==> src/hw/rtl/sscf_pkg.sv <==
// ----------------------------------------------------------------------------
// sscf_pkg
// Shared types, codes and helper functions of the capture word CSV formatter.
// ----------------------------------------------------------------------------
package sscf_pkg;

    // Configuration register indexes.
    localparam logic [2:0] REG_OFFSET_A   = 3'd0;
    localparam logic [2:0] REG_GAIN_A     = 3'd1;
    localparam logic [2:0] REG_OFFSET_B   = 3'd2;
    localparam logic [2:0] REG_GAIN_B     = 3'd3;
    localparam logic [2:0] REG_POSITION_C = 3'd4;
    localparam logic [2:0] REG_POSITION_D = 3'd5;

    // Reset values of the configuration registers.
    localparam logic [11:0] GAIN_UNITY = 12'd1024;

    // Text codes.
    localparam logic [7:0] ASCII_ZERO  = 8'h30;
    localparam logic [7:0] ASCII_COMMA = 8'h2C;
    localparam logic [7:0] ASCII_CR    = 8'h0D;
    localparam logic [7:0] ASCII_LF    = 8'h0A;

    // Byte slots of one row: four fields of four slots, then CR and LF.
    localparam logic [4:0] POS_FIRST = 5'd0;
    localparam logic [4:0] POS_CR    = 5'd16;
    localparam logic [4:0] POS_LF    = 5'd17;

    localparam int PAD_W = 9;

    // Commands from the controller to the datapath.
    typedef struct packed {
        logic       capture;
        logic       mul_en;
        logic       cal_en;
        logic       load;
        logic [4:0] pos;
    } cmd_t;

    // Status from the datapath to the controller.
    typedef struct packed {
        logic out_free;
        logic skip;
        logic is_finish;
        logic fill_zero;
    } status_t;

    typedef struct packed {
        logic [1:0] h;
        logic [3:0] t;
        logic [3:0] u;
    } digits_t;

    // Splits a value of 0 to 255 into hundreds, tens and units.
    function automatic digits_t to_digits(input logic [7:0] v);
        digits_t     d;
        logic [7:0]  r8;
        logic [6:0]  r;
        logic [13:0] prod;
        logic [6:0]  ten_part;
        begin
            if (v >= 8'd200)
            begin
                d.h = 2'd2;
                r8  = v - 8'd200;
            end
            else if (v >= 8'd100)
            begin
                d.h = 2'd1;
                r8  = v - 8'd100;
            end
            else
            begin
                d.h = 2'd0;
                r8  = v;
            end
            r        = r8[6:0];
            // Multiplication by a reciprocal: exact for values below 100.
            prod     = {7'd0, r} * 14'd103;
            d.t      = prod[13:10];
            ten_part = {3'd0, d.t} * 7'd10;
            r        = r - ten_part;
            d.u      = r[3:0];
            return d;
        end
    endfunction

    // Rounds the scaled product, adds the offset and clamps the result.
    function automatic logic [7:0] calibrate(input logic [7:0] offset,
                                             input logic [19:0] prod);
        logic [20:0] rounded;
        logic [11:0] v;
        logic [7:0]  res;
        begin
            rounded = {1'b0, prod} + 21'd512;
            v       = {{4{offset[7]}}, offset} + {1'b0, rounded[20:10]};
            if (v[11] || (v == 12'd0))
            begin
                res = 8'd0;
            end
            else if ($signed(v) > 12'sd200)
            begin
                res = 8'd199;
            end
            else
            begin
                res = v[7:0];
            end
            return res;
        end
    endfunction

endpackage

==> src/hw/rtl/scope_sample_csv_formatter_unit.sv <==
// ----------------------------------------------------------------------------
// scope_sample_csv_formatter_unit
// Turns oscilloscope capture words into CSV text, one text byte per output transfer.
// ----------------------------------------------------------------------------
// Each sample item is scaled, clamped and written as one CSV row of at most
// eighteen bytes: the two calibrated analog values, the two logic positions,
// each followed by a comma, then CR LF. An item is taken in idle, then passes
// through the gain multipliers and then the clamp and the decimal split. The
// row walk then steps through its eighteen byte slots (sixteen field slots
// plus CR and LF) in turn, whether the slot gives a byte or is a leading zero
// stepped over without one; an output stall holds the walk on a slot that
// gives a byte. The fixed row walk, not the multipliers, sets the rate. Only
// one item is in the block at a time; the next one is taken once the last
// byte of the row is in the output register. A finish item writes CR LF,
// reports on its final byte how many zero bytes pad the last sector and
// restarts the sector count; when the current sector is empty it writes
// nothing. The byte that completes a sector of SECTOR_BYTES bytes carries
// sector_full. Configuration writes are always taken and must only be made
// while the block is idle.
// ----------------------------------------------------------------------------
module scope_sample_csv_formatter_unit #(
    parameter int SECTOR_BYTES = 512
)
(
    input  logic        clk,
    input  logic        rst_n,
    // Configuration write channel.
    input  logic        cfg_valid,
    output logic        cfg_ready,
    input  logic [2:0]  cfg_index,
    input  logic [11:0] cfg_data,
    // Input item stream.
    input  logic        s_axis_tvalid,
    output logic        s_axis_tready,
    input  logic [23:0] s_axis_tdata,  // sample_a[7:0], sample_b[15:8], logic_c[16],
                                       // logic_d[17], zero fill
    input  logic        s_axis_tuser,  // finish[0]
    // Output byte stream.
    output logic        m_axis_tvalid,
    input  logic        m_axis_tready,
    output logic [23:0] m_axis_tdata,  // text_byte[7:0], pad_zeros[16:8], zero fill
    output logic        m_axis_tuser,  // sector_full[0]
    output logic        m_axis_tlast
);

    sscf_pkg::cmd_t    cmd;
    sscf_pkg::status_t status;

    logic [7:0]                 text_byte;
    logic [sscf_pkg::PAD_W-1:0] pad_zeros;

    // Configuration is taken at once; writes must come only while idle, which the block does not enforce.
    assign cfg_ready = 1'b1;

    sscf_ctrl u_ctrl
    (
        .clk      (clk),
        .rst_n    (rst_n),
        .in_valid (s_axis_tvalid),
        .in_ready (s_axis_tready),
        .status   (status),
        .cmd      (cmd)
    );

    sscf_dp #(
        .SECTOR_BYTES (SECTOR_BYTES)
    ) u_dp
    (
        .clk         (clk),
        .rst_n       (rst_n),
        .cfg_valid   (cfg_valid),
        .cfg_index   (cfg_index),
        .cfg_data    (cfg_data),
        .sample_a    (s_axis_tdata[7:0]),
        .sample_b    (s_axis_tdata[15:8]),
        .logic_c     (s_axis_tdata[16]),
        .logic_d     (s_axis_tdata[17]),
        .finish      (s_axis_tuser),
        .cmd         (cmd),
        .status      (status),
        .out_ready   (m_axis_tready),
        .out_valid   (m_axis_tvalid),
        .text_byte   (text_byte),
        .sector_full (m_axis_tuser),
        .pad_zeros   (pad_zeros),
        .last        (m_axis_tlast)
    );

    assign m_axis_tdata = {7'd0, pad_zeros, text_byte};

endmodule

==> src/hw/rtl/sscf_ctrl.sv <==
// ----------------------------------------------------------------------------
// sscf_ctrl
// Sequencing state machine: accepts an item, steps the datapath through
// scaling and conversion, then walks the row's byte slots or a finish's CR LF.
// ----------------------------------------------------------------------------
module sscf_ctrl
(
    input  logic              clk,
    input  logic              rst_n,
    input  logic              in_valid,
    output logic              in_ready,
    input  sscf_pkg::status_t status,
    output sscf_pkg::cmd_t    cmd
);

    typedef enum logic [3:0] {
        ST_IDLE = 4'b0001,
        ST_MUL  = 4'b0010,
        ST_CAL  = 4'b0100,
        ST_EMIT = 4'b1000
    } state_t;

    state_t     state_reg, state_next;
    logic [4:0] pos_reg, pos_next;

    always_ff @(posedge clk or negedge rst_n)
    begin
        if (!rst_n)
        begin
            state_reg <= ST_IDLE;
            pos_reg   <= sscf_pkg::POS_FIRST;
        end
        else
        begin
            state_reg <= state_next;
            pos_reg   <= pos_next;
        end
    end

    assign in_ready = (state_reg == ST_IDLE);

    always_comb
    begin
        state_next  = state_reg;
        pos_next    = pos_reg;
        cmd.capture = 1'b0;
        cmd.mul_en  = 1'b0;
        cmd.cal_en  = 1'b0;
        cmd.load    = 1'b0;
        cmd.pos     = pos_reg;
        case (state_reg)
            ST_IDLE:
            begin
                if (in_valid)
                begin
                    cmd.capture = 1'b1;
                    state_next  = ST_MUL;
                end
            end
            ST_MUL:
            begin
                cmd.mul_en = 1'b1;
                if (status.is_finish)
                begin
                    // An empty sector needs no closing line.
                    if (status.fill_zero)
                    begin
                        state_next = ST_IDLE;
                    end
                    else
                    begin
                        pos_next   = sscf_pkg::POS_CR;
                        state_next = ST_EMIT;
                    end
                end
                else
                begin
                    pos_next   = sscf_pkg::POS_FIRST;
                    state_next = ST_CAL;
                end
            end
            ST_CAL:
            begin
                cmd.cal_en = 1'b1;
                state_next = ST_EMIT;
            end
            ST_EMIT:
            begin
                if (status.skip)
                begin
                    pos_next = pos_reg + 5'd1;
                end
                else if (status.out_free)
                begin
                    cmd.load = 1'b1;
                    if (pos_reg == sscf_pkg::POS_LF)
                    begin
                        state_next = ST_IDLE;
                    end
                    else
                    begin
                        pos_next = pos_reg + 5'd1;
                    end
                end
            end
            default:
            begin
                state_next = ST_IDLE;
            end
        endcase
    end

endmodule

==> src/hw/rtl/sscf_dp.sv <==
// ----------------------------------------------------------------------------
// sscf_dp
// Datapath: configuration registers, gain multipliers, clamp and decimal
// split, byte selection, sector count and the output register.
// ----------------------------------------------------------------------------
module sscf_dp #(
    parameter int SECTOR_BYTES = 512
)
(
    input  logic              clk,
    input  logic              rst_n,
    input  logic              cfg_valid,
    input  logic [2:0]        cfg_index,
    input  logic [11:0]       cfg_data,
    input  logic [7:0]        sample_a,
    input  logic [7:0]        sample_b,
    input  logic              logic_c,
    input  logic              logic_d,
    input  logic              finish,
    input  sscf_pkg::cmd_t    cmd,
    output sscf_pkg::status_t status,
    input  logic              out_ready,
    output logic              out_valid,
    output logic [7:0]        text_byte,
    output logic              sector_full,
    output logic [sscf_pkg::PAD_W-1:0] pad_zeros,
    output logic              last
);

    localparam int FILL_W = $clog2(SECTOR_BYTES);
    localparam int EXT_W  = (FILL_W + 1 > sscf_pkg::PAD_W) ? FILL_W + 1 : sscf_pkg::PAD_W;

    // Configuration.
    logic [7:0]  offset_a_reg, offset_b_reg, position_c_reg, position_d_reg;
    logic [11:0] gain_a_reg, gain_b_reg;

    // Captured item.
    logic [7:0]  sample_a_reg, sample_b_reg;
    logic        logic_c_reg, logic_d_reg, finish_reg;

    logic [19:0] prod_a_reg, prod_b_reg;

    logic [1:0]  hund_reg [4];
    logic [3:0]  tens_reg [4];
    logic [3:0]  unit_reg [4];

    logic [FILL_W-1:0] fill_reg, fill_next;

    logic        out_valid_reg, out_valid_next;
    logic [7:0]  byte_reg;
    logic        full_reg, last_reg;
    logic [sscf_pkg::PAD_W-1:0] pad_reg;

    logic [7:0]        pos_c, pos_d;
    logic [7:0]        val [4];
    sscf_pkg::digits_t dig [4];
    logic [1:0]        field;
    logic [1:0]        slot;
    logic [7:0]        byte_sel;
    logic              skip_sel;
    logic [FILL_W:0]   fill_inc;
    logic              fill_wrap;
    logic              row_end;
    logic [EXT_W-1:0]  pad_full;
    logic [sscf_pkg::PAD_W-1:0] pad_sel;

    always_ff @(posedge clk or negedge rst_n)
    begin
        if (!rst_n)
        begin
            offset_a_reg   <= 8'd0;
            gain_a_reg     <= sscf_pkg::GAIN_UNITY;
            offset_b_reg   <= 8'd0;
            gain_b_reg     <= sscf_pkg::GAIN_UNITY;
            position_c_reg <= 8'd0;
            position_d_reg <= 8'd0;
        end
        else if (cfg_valid)
        begin
            case (cfg_index)
                sscf_pkg::REG_OFFSET_A:   offset_a_reg   <= cfg_data[7:0];
                sscf_pkg::REG_GAIN_A:     gain_a_reg     <= cfg_data;
                sscf_pkg::REG_OFFSET_B:   offset_b_reg   <= cfg_data[7:0];
                sscf_pkg::REG_GAIN_B:     gain_b_reg     <= cfg_data;
                sscf_pkg::REG_POSITION_C: position_c_reg <= cfg_data[7:0];
                sscf_pkg::REG_POSITION_D: position_d_reg <= cfg_data[7:0];
                default:
                begin
                end
            endcase
        end
    end

    always_ff @(posedge clk or negedge rst_n)
    begin
        if (!rst_n)
        begin
            finish_reg <= 1'b0;
        end
        else if (cmd.capture)
        begin
            finish_reg <= finish;
        end
    end

    always_ff @(posedge clk)
    begin
        if (cmd.capture)
        begin
            sample_a_reg <= sample_a;
            sample_b_reg <= sample_b;
            logic_c_reg  <= logic_c;
            logic_d_reg  <= logic_d;
        end
        if (cmd.mul_en)
        begin
            prod_a_reg <= {8'd0, gain_a_reg} * {12'd0, sample_a_reg};
            prod_b_reg <= {8'd0, gain_b_reg} * {12'd0, sample_b_reg};
        end
        if (cmd.cal_en)
        begin
            for (int i = 0; i < 4; i++)
            begin
                hund_reg[i] <= dig[i].h;
                tens_reg[i] <= dig[i].t;
                unit_reg[i] <= dig[i].u;
            end
        end
    end

    assign pos_c  = logic_c_reg ? position_c_reg + 8'd20 : position_c_reg;
    assign pos_d  = logic_d_reg ? position_d_reg + 8'd20 : position_d_reg;
    assign val[0] = sscf_pkg::calibrate(offset_a_reg, prod_a_reg);
    assign val[1] = sscf_pkg::calibrate(offset_b_reg, prod_b_reg);
    assign val[2] = pos_c;
    assign val[3] = pos_d;

    always_comb
    begin
        for (int i = 0; i < 4; i++)
        begin
            dig[i] = sscf_pkg::to_digits(val[i]);
        end
    end

    assign field = cmd.pos[3:2];
    assign slot  = cmd.pos[1:0];

    // Byte of the current slot, and whether it is a leading zero.
    always_comb
    begin
        skip_sel = 1'b0;
        byte_sel = sscf_pkg::ASCII_COMMA;
        if (cmd.pos == sscf_pkg::POS_CR)
        begin
            byte_sel = sscf_pkg::ASCII_CR;
        end
        else if (cmd.pos == sscf_pkg::POS_LF)
        begin
            byte_sel = sscf_pkg::ASCII_LF;
        end
        else
        begin
            case (slot)
                2'd0:
                begin
                    byte_sel = sscf_pkg::ASCII_ZERO + {6'd0, hund_reg[field]};
                    skip_sel = (hund_reg[field] == 2'd0);
                end
                2'd1:
                begin
                    byte_sel = sscf_pkg::ASCII_ZERO + {4'd0, tens_reg[field]};
                    skip_sel = (hund_reg[field] == 2'd0) && (tens_reg[field] == 4'd0);
                end
                2'd2:
                begin
                    byte_sel = sscf_pkg::ASCII_ZERO + {4'd0, unit_reg[field]};
                end
                default:
                begin
                    byte_sel = sscf_pkg::ASCII_COMMA;
                end
            endcase
        end
    end

    // Sector count.
    assign row_end   = (cmd.pos == sscf_pkg::POS_LF);
    assign fill_inc  = {1'b0, fill_reg} + {{FILL_W{1'b0}}, 1'b1};
    assign fill_wrap = (fill_inc == (FILL_W + 1)'(SECTOR_BYTES));
    assign pad_full  = EXT_W'(SECTOR_BYTES) - EXT_W'(fill_inc);

    always_comb
    begin
        pad_sel   = '0;
        fill_next = fill_reg;
        if (cmd.load)
        begin
            fill_next = fill_wrap ? '0 : fill_inc[FILL_W-1:0];
            if (finish_reg && row_end)
            begin
                // The closing line pads out and ends the current sector.
                fill_next = '0;
                if (!fill_wrap)
                begin
                    pad_sel = pad_full[sscf_pkg::PAD_W-1:0];
                end
            end
        end
    end

    always_ff @(posedge clk or negedge rst_n)
    begin
        if (!rst_n)
        begin
            fill_reg <= '0;
        end
        else
        begin
            fill_reg <= fill_next;
        end
    end

    // Output register.
    assign out_valid_next = cmd.load ? 1'b1 : (out_ready ? 1'b0 : out_valid_reg);

    always_ff @(posedge clk or negedge rst_n)
    begin
        if (!rst_n)
        begin
            out_valid_reg <= 1'b0;
        end
        else
        begin
            out_valid_reg <= out_valid_next;
        end
    end

    always_ff @(posedge clk)
    begin
        if (cmd.load)
        begin
            byte_reg <= byte_sel;
            full_reg <= fill_wrap;
            pad_reg  <= pad_sel;
            last_reg <= row_end;
        end
    end

    assign status.skip      = skip_sel;
    assign status.out_free  = !out_valid_reg || out_ready;
    assign status.is_finish = finish_reg;
    assign status.fill_zero = (fill_reg == '0);

    assign out_valid   = out_valid_reg;
    assign text_byte   = byte_reg;
    assign sector_full = full_reg;
    assign pad_zeros   = pad_reg;
    assign last        = last_reg;

endmodule

==> config.mk <==
export PLATFORM = sky130hd
export DESIGN_NAME = scope_sample_csv_formatter_unit
export DESIGN_NICKNAME = d
export VERILOG_FILES = /design/src/hw/rtl/sscf_pkg.sv /design/src/hw/rtl/scope_sample_csv_formatter_unit.sv /design/src/hw/rtl/sscf_ctrl.sv /design/src/hw/rtl/sscf_dp.sv
export SDC_FILE = /design/constraint.sdc
export NUM_CORES = 1
export LEC_CHECK = 0
export ABC_AREA = 1
export BUFFER_PORTS_ARGS = -buffer_cell sky130_fd_sc_hd__buf_2
export CAP_MARGIN = 20
export CORE_MARGIN = 5
export CORE_UTILIZATION = 30
export DETAILED_ROUTE_END_ITERATION = 16
export GPL_TIMING_DRIVEN = 0
export PLACE_DENSITY = 0.45
export SLEW_MARGIN = 10
export SYNTH_ARGS = -nofsm -noshare
export SYNTH_HDL_FRONTEND = slang
export SYNTH_SLANG_ARGS = --single-unit
==> constraint.sdc <==
create_clock -name clk -period 8.66 [get_ports clk]
set_clock_uncertainty 0.05 [all_clocks]
set_input_delay 2.165 -clock clk [delete_from_list [all_inputs] [get_ports clk]]
set_output_delay 2.165 -clock clk [all_outputs]
set_load 0.05 [all_outputs]
# Word-level counts from Yosys, hierarchy flattened
# Memory sizes are Yosys's and may differ from the RTL's.
# Cells that the tools add are included.
dict set report totals {
  reg_bits 153
  mem_bits_rw 40
  inputBits 45
  out_inout_bits 29
  elab_cells 169
  n_memories 3
}
# name depth width read_ports rd_clocked_by_memory_dff write_ports line
set memory_table {}
lappend memory_table {u_dp.tens_reg 4 4 1 0 4 sscf_dp.sv:44} ;# logic [3:0] tens_reg [4];
lappend memory_table {u_dp.unit_reg 4 4 1 0 4 sscf_dp.sv:45} ;# logic [3:0] unit_reg [4];
lappend memory_table {u_dp.hund_reg 4 2 1 0 4 sscf_dp.sv:43} ;# logic [1:0] hund_reg [4];
dict set report op_classes {
  n_addsub 24
  n_mul 10
  n_lt_le_gt_ge 10
  n_eq_ne 21
  muxes 53
  n_bitwise 1
  n_reduce_logical 25
}
# cell count
set ops {}
lappend ops {{7-bit by 7-bit multiplier with 14-bit output, second input constant} 4}
lappend ops {{7-bit 2-to-1 mux} 8}
lappend ops {{7-bit subtractor, second input constant} 8}
lappend ops {{8-bit 2-to-1 mux} 6}
lappend ops {{20-bit by 10-bit adder with 21-bit output, second input constant} 2}
lappend ops {{12-bit by 8-bit multiplier with 20-bit output} 2}
lappend ops {{8-bit by 7-bit >= comparator with 1-bit output, second input constant} 4}
lappend ops {{8-bit >= comparator, second input constant} 4}
lappend ops {{5-bit 2-to-1 mux} 5}
lappend ops {{12-bit by 11-bit adder with 12-bit output} 2}
lappend ops {{12-bit by 9-bit greater-than comparator with 1-bit output, second input constant} 2}
lappend ops {{12-bit logical NOT} 2}
lappend ops {{4-bit 2-to-1 mux} 6}
lappend ops {{7-bit one-hot mux with 3 select lines} 1}
lappend ops {{9-bit 2-to-1 mux} 2}
lappend ops {{1-bit 2-to-1 mux} 17}
lappend ops {{8-bit by 5-bit adder with 8-bit output, second input constant} 2}
lappend ops {{4-bit by 3-bit multiplier with 3-bit output, second input constant} 4}
lappend ops {{4-bit one-hot mux with 4 select lines} 1}
lappend ops {{4-bit subtractor} 4}
lappend ops {{6-bit by 4-bit adder with 7-bit output, first input constant} 2}
lappend ops {{2-bit AND reduction} 6}
lappend ops {{9-bit by 1-bit adder with 10-bit output, second input constant} 1}
lappend ops {{10-bit equality test, second input constant} 1}
lappend ops {{other kinds (32)} 48}

# Logic depth before layout (Yosys ltp)
# Gate-level depths: netlist of the first run.
dict set report depth {
  word_depth 11
  mapped_depth 55
  depth_no_buf 55
}

# Modules after synthesis
# From an unflattened synthesis of the first run, not the netlist that was laid out.
dict set report hier_totals {
  hier_cells 2479
  hier_area_um2 19877.8
}
# mod n_inst cells_each area_each_um2 seq_area_each_um2
set by_module_without_submodules {}
lappend by_module_without_submodules {sscf_dp 1 2372 19180.9 4591.9}
lappend by_module_without_submodules {sscf_ctrl 1 97 629.4 226.5}
lappend by_module_without_submodules {scope_sample_csv_formatter_unit 1 10 67.6 0.0}

# Worst setup path after synthesis of the first run
# No wires, ideal clock.
dict set report synth_timing {
  path_kind {register to register}
  startpoint {register u_dp.prod_b_reg[9]}
  endpoint {memory u_dp.unit_reg[1][3] (data pin)}
  setup_ns 0.252
  arrival_time_ns 7.328
  required_time_ns 8.358
  slack_ns 1.030
  stages_incl_launch_ff 51
  path_buffers 0
  period_less_slack_ns 7.630
  cell_sequence {edfxtp_1 -> ha_1 -> nand2_1 -> nor2_1 -> nand2_1 -> nor3_1 -> nand2_1 -> xor2_1 -> inv_1 -> ha_1 -> nand2_1 -> nor2_1 -> nand2_1 -> nand3_1 -> nand2_1 -> nand2_2 -> nand2_1 -> nor2_4 -> (+15 left out) -> inv_1 -> fa_1 -> ha_1 -> ha_1 -> nand2_1 -> inv_1 -> nand4_1 -> o211ai_1 -> nand2_1 -> nand2_1 -> xor2_1 -> inv_1 -> fa_1 -> xnor2_1 -> xor2_1 -> inv_1 -> nand2_1 -> nand2_1}
}
# item line
set synth_rtl {}
lappend synth_rtl {{start, declared} sscf_dp.sv:41} ;# logic [19:0] prod_a_reg, prod_b_reg;
lappend synth_rtl {{start signal, assigned} sscf_dp.sv:118} ;# prod_b_reg <= {8'd0, gain_b_reg} * {12'd0, sample_b_reg};
lappend synth_rtl {{end, declared} sscf_dp.sv:45}

==> metrics.md, run 1 <==
| Metric | Value |
|---|---|
| Run status | `completed` |
| CP Class | `flop to flop` |
| Worst-skew pair later-pin latency | `0.49 ns` |
| Total gr overflow | `0` |
| IO Port Bufs | `57` |
| Asr flop ratio synth | `43.93%` |
| Count of final setup violators | `0` |
| Via count | `15281` |
| Fin util | `34.07%` |
| Relative slew slack | `58.11%` |
| Die area | `0.07174 sq mm` |
| Endpoints failing hold | `0` |
| CTS tree | `yes` |
| Yosys top cell area share | `18.13%` |
| CTS Buf Count | `17` |
| DRC | `0` |
| Hold Path Class | `flop to flop` |
| Synth-to-Final Area Change | `12.52%` |
| Die X | `267.8 um` |
| Slew Limit Fails | `0` |
| CP startpoint kind | `flop` |
| Clk slew on worst S/H paths | `0.07 ns` |
| CTS Root Cell | `clkbuf_16` |
| Vias in the first global route | `15836` |
| Final wirelength | `45700 um` |
| Period utilisation layout | `93.83%` |
| Average wire per standard cell | `13.20 um` |
| First-pass GRT wire length | `77790 um` |
| Max-cap viol count | `0` |
| Die Ht | `267.8 um` |
| H-tree Lvls | `4` |
| Slowest CP cell | `fa_1` |
| Cells after Synth | `2473` |
| Cell taking the most area after synthesis | `ha_1` |
| Max Freq | `123.1 MHz` |
| Ys flop type | `edfxtp_1` |
| Cell variety after synth | `58` |
| Max Root-Sink Buffers | `2` |
| Final layout net count | `3075` |
| Via/cell ratio | `4.414` |
| Synthesized area | `0.01994 sq mm` |
| Post-cts hold buffer count | `0` |
| Worst setup EP type | `flop` |
| Slew at the pin closest to its max-slew limit | `0.6277 ns` |
| Commonest non-fill, non-tap cells in the layout | `582 x nand2_1, 542 x inv_1, 281 x ha_1` |
| Antenna Nets Post-Route | `0` |
| Starting density of the core | `30.28%` |
| Post-synth EDFFs | `97` |
| Largest net degree at the start of global routing | `57` |
| 1st-iter DRT viols | `503` |
| Commonest non-fill, non-tap cell in the layout | `nand2_1` |
| Critical Path Most Common Cell | `nand2_1` |
| Ranking of synthesized cells by area | `ha_1 18%, fa_1 16%, edfxtp_1 15%` |
| Tmin final | `8.125 ns` |
| Fillers | `6993` |
| TritonCTS Sinks | `173` |
| Drt first pass iters | `5` |
| Routability congestion estimate | `0.8169` |
| Hpwl dp | `37830 um` |
| Number of diodes | `0` |
| All-Layer GR Usage | `13.29%` |
| Worst Path Required | `8.85 ns` |
| IO Pins | `74` |
| Cell Rows | `94` |
| Synth warnings | `0` |
| Initial antenna violation count | `1` |
| CP Max Fanout | `8` |
| Register bit total from synthesis | `173` |
| Critical path's largest stage delay | `0.53 ns` |
| Core Box Area | `0.06586 sq mm` |
| Share of cells above drive strength 1 | `8.853%` |
| Register area share after synthesis | `24.16%` |
| Worst endpoint data arrival time | `8.31 ns` |
| Syn_area_per_cell | `8.065 sq um` |
-- per-layer routing --
metal | track usage, % | part of all wire [%] | vias to the layer above
met5 | 0 | 0 | -
met3 | 1.996 | 2.4 | 36
li1 | - | - | 7909
met4 | 3.787 | 1.8 | 0
met1 | 17.71 | 49 | 7195
met2 | 22.59 | 47 | 141
-- stage by stage --
step,setup TNS (ns),hold WS (ns),setup slack [ns],cells,cell area (sq um)
finish,0,0.4026,0.5346,3462,22440
global route,-0.1081,0.4196,-0.1081,3462,22440
CTS,0,0.3998,0.01718,3445,22070
detailed placement,-0.3565,0.3885,-0.3565,3413,21460
global placement,-0.2527,0.3946,-0.2527,3402,21340
floorplan,0,0.3767,1.030,2481,19970
-- timing repair --
action,4_1_cts,5_1_grt
buffers inserted,0,16
endpoints found under the setup margin,1,4
gates resized for setup,7,50
pin swaps,0,18
-- Yosys cell counts, types with 25 or more instances --
cell      instances
nand3_1         108
ha_1            289
nand4_1          25
dfrtp_1          73
o21ai_0         103
clkbuf_1         47
edfxtp_1         97
a21oi_1          73
nor2_1          113
fa_1            156
inv_1           544
xor2_1           79
nand2_1         588
-- logic make-up (layout without fill, tap and decap cells) --
logic type	Yosys count	after routing	synth area share (%)
xor gates and xnor gates	99	99	4.423
and+or+nand+nor	896	896	18.90
AOI/OAI and AO/OA	237	237	6.775
adders and majority gates	445	445	33.79
buffers and inverters	621	738	11.91
other	2	10	0.03766
DFF	173	173	24.16
-- worst paths after layout --
check                      cells after the start               start             endpoint  slack (ns)
setup / recovery                              48  u_dp.prod_b_reg[9]  u_dp.unit_reg[1][3]        0.53
hold / removal                                 1     u_dp.finish_reg  u_ctrl.state_reg[2]        0.40
setup reg to reg                              48  u_dp.prod_b_reg[9]  u_dp.unit_reg[1][3]        0.53
hold reg to reg                                1     u_dp.finish_reg  u_ctrl.state_reg[2]        0.40
max in group asynchronous                      2               rst_n  u_dp.gain_b_reg[10]        6.35
min in group asynchronous                      1               rst_n     u_dp.fill_reg[2]        1.51
-- final cells by class --
| type | instances | area [sq um] | share of cell area, % |
|---|---|---|---|
| plain buffers | 66 | 292.8 | 1.305 |
| clock buffers | 18 | 429.2 | 1.912 |
| clock inverters | 14 | 156.4 | 0.6969 |
| inverters | 555 | 2083 | 9.283 |
| multi-input cells | 1687 | 13050 | 58.16 |
| flip-flops and latches | 173 | 4818 | 21.47 |
| well taps | 864 | 1081 | 4.817 |
| repair buffers | 85 | 528.0 | 2.353 |
-- worst max-delay path: cells and delay by family (launching register included) --
kind,cells,cell delay (ns)
XOR/XNOR,5,0.91
buffers and inverters,10,0.84
flip-flops,1,0.37
AO/OA/AOI/OAI,4,0.48
adder cells (fa/ha/maj),10,3.31
AND/OR/NAND/NOR,19,1.90
Power of run 1 is left out: the tool's default activity adds up to more than one toggle a clock period on the data nets, which glitch-free logic cannot reach.
==> inputs of run 2 (changes only) <==
--- a/config.mk
+++ b/config.mk
@@ -9,10 +9,10 @@
 export BUFFER_PORTS_ARGS = -buffer_cell sky130_fd_sc_hd__buf_2
 export CAP_MARGIN = 20
 export CORE_MARGIN = 5
-export CORE_UTILIZATION = 30
+export CORE_UTILIZATION = 40
 export DETAILED_ROUTE_END_ITERATION = 16
 export GPL_TIMING_DRIVEN = 0
-export PLACE_DENSITY = 0.45
+export PLACE_DENSITY = 0.56
 export SLEW_MARGIN = 10
 export SYNTH_ARGS = -nofsm -noshare
 export SYNTH_HDL_FRONTEND = slang
==> run 2 against run 1 <==
  * Sequential share of layout area is 0.31 points higher
  * First-iteration DRC count is 34% higher
  * Routed wire length is 5.6% lower
  * Design area is 1.4% lower
  * Hold slack better by 0.036 ns
  * Cell count is 5.8% lower
  * Worst setup slack better by 0.066 ns
  * Count of clock-buffer cells in the layout is 3 higher
==> metrics.md, run 2 (synthesized netlist as in run 1, its figures left out) <==
| Metric | Value |
|---|---|
| Commonest non-fill, non-tap cell in the layout | `nand2_1` |
| Critical path's largest stage delay | `0.48 ns` |
| Synth-to-Final Area Change | `10.92%` |
| CTS tree | `yes` |
| IO Pins | `74` |
| Max-cap viol count | `0` |
| Routability congestion estimate | `0.8476` |
| Slew Limit Fails | `0` |
| Average wire per standard cell | `13.22 um` |
| Antenna Nets Post-Route | `0` |
| Largest net degree at the start of global routing | `57` |
| Slowest CP cell | `fa_1` |
| Relative slew slack | `40.43%` |
| 1st-iter DRT viols | `676` |
| Worst Path Required | `8.84 ns` |
| Critical Path Most Common Cell | `nand2_1` |
| All-Layer GR Usage | `16.41%` |
| Drt first pass iters | `5` |
| First-pass GRT wire length | `72800 um` |
| Tmin final | `8.059 ns` |
| Max Freq | `124.1 MHz` |
| Placed cells | `3212` |
| H-tree Lvls | `4` |
| CTS Root Cell | `clkbuf_16` |
| Die X | `233.3 um` |
| Via/cell ratio | `4.732` |
| Place WS | `-0.1946 ns` |
| Endpoints failing hold | `0` |
| Commonest non-fill, non-tap cells in the layout | `580 x nand2_1, 542 x inv_1, 283 x ha_1` |
| Max Root-Sink Buffers | `2` |
| Final layout net count | `3075` |
| Hold Slack | `0.4387 ns` |
| Worst endpoint data arrival time | `8.24 ns` |
| Cell Rows | `81` |
| Vias in the first global route | `15389` |
| CP Max Fanout | `8` |
| Final wirelength | `43130 um` |
| Total gr overflow | `0` |
| Hpwl dp | `35660 um` |
| Share of cells above drive strength 1 | `8.545%` |
| Core Box Area | `0.04915 sq mm` |
| TritonCTS Sinks | `173` |
| Worst setup EP type | `flop` |
| Die Ht | `233.3 um` |
| Unrepaired setup endpoints after global routing | `true` |
| Initial antenna violation count | `0` |
| Clk slew on worst S/H paths | `0.07 ns` |
| Run status | `completed` |
| Hold Path Class | `flop to flop` |
| Slew at the pin closest to its max-slew limit | `0.8862 ns` |
| Worst-skew pair later-pin latency | `0.48 ns` |
| Via count | `15435` |
| Starting density of the core | `40.58%` |
| IO Port Bufs | `57` |
| Count of final setup violators | `0` |
| Fin util | `45.00%` |
| Die area | `0.05443 sq mm` |
| CP startpoint kind | `flop` |
| Final setup margin | `0.6010 ns` |
| DRC | `0` |
| Final Non-Filler Cells | `3262` |
| CTS Buf Count | `17` |
| Number of diodes | `0` |
| CP Class | `flop to flop` |
| Post-cts hold buffer count | `0` |
| Period utilisation layout | `93.06%` |
==> run 2: cell count changes in the layout (fill, tap and decap cells not counted), sizes merged <==
cell | before | now
clkbuf | 65 | 68
clkinvlp | 1 | 3
inv | 560 | 555
==> run 2: routing by layer <==
metal,track usage (%),up-vias,part of all wire [%]
met5,0,-,0
met4,3.914,0,1.3
met3,2.808,38,3.2
met2,28.34,217,49
met1,21.54,7274,47
li1,-,7906,-
==> run 2: layout make-up <==
| type | count | area (sq um) |
|---|---|---|
| timing repair buffer | 85 | 529.3 |
| fill | 4916 | 27030 |
| clock inverter | 11 | 111.4 |
| inverter | 555 | 2087 |
| multi-input combinational | 1687 | 13000 |
| buffer | 66 | 292.8 |
| sequential | 173 | 4818 |
| tap | 664 | 830.8 |
| clock buffer | 21 | 450.4 |
==> run 2: worst paths after layout <==
kind,start,endpoint,slack (ns),cells after the start
min in group asynchronous,rst_n,u_dp.fill_reg[3],1.52,1
min,u_dp.finish_reg,u_ctrl.state_reg[2],0.44,1
min reg2reg,u_dp.finish_reg,u_ctrl.state_reg[2],0.44,1
max reg2reg,u_dp.prod_b_reg[9],u_dp.unit_reg[1][3],0.60,47
max,u_dp.prod_b_reg[9],u_dp.unit_reg[1][3],0.60,47
max in group asynchronous,rst_n,u_dp.gain_b_reg[10],6.37,2
==> run 2: critical path: cells and delay by family, from the launching register on <==
family,cells,cell delay (ns)
AOI/OAI and AO/OA,5,0.88
adders and majority gates,9,3.00
and+or+nand+nor,22,2.23
buffers and inverters,7,0.65
xor gates and xnor gates,4,0.67
DFF,1,0.36
==> run 2: metrics by stage <==
| step | TNS [ns] | cell area (sq um) |
|---|---|---|
| after detailed placement | -0.1946 | 21200 |
| after global routing | -0.09475 | 22120 |
| after global placement | -0.1022 | 21090 |
| after floorplan | 0 | 19970 |
| final | 0 | 22120 |
| after CTS | 0 | 21770 |
==> run 2: what timing repair did <==
action	4_1_cts	5_1_grt
buffers inserted	0	17
pin swaps	0	15
gates resized for setup	3	48
setup endpoints to repair	1	3
cloned	0	0
Power of run 2 is left out for the same reason.
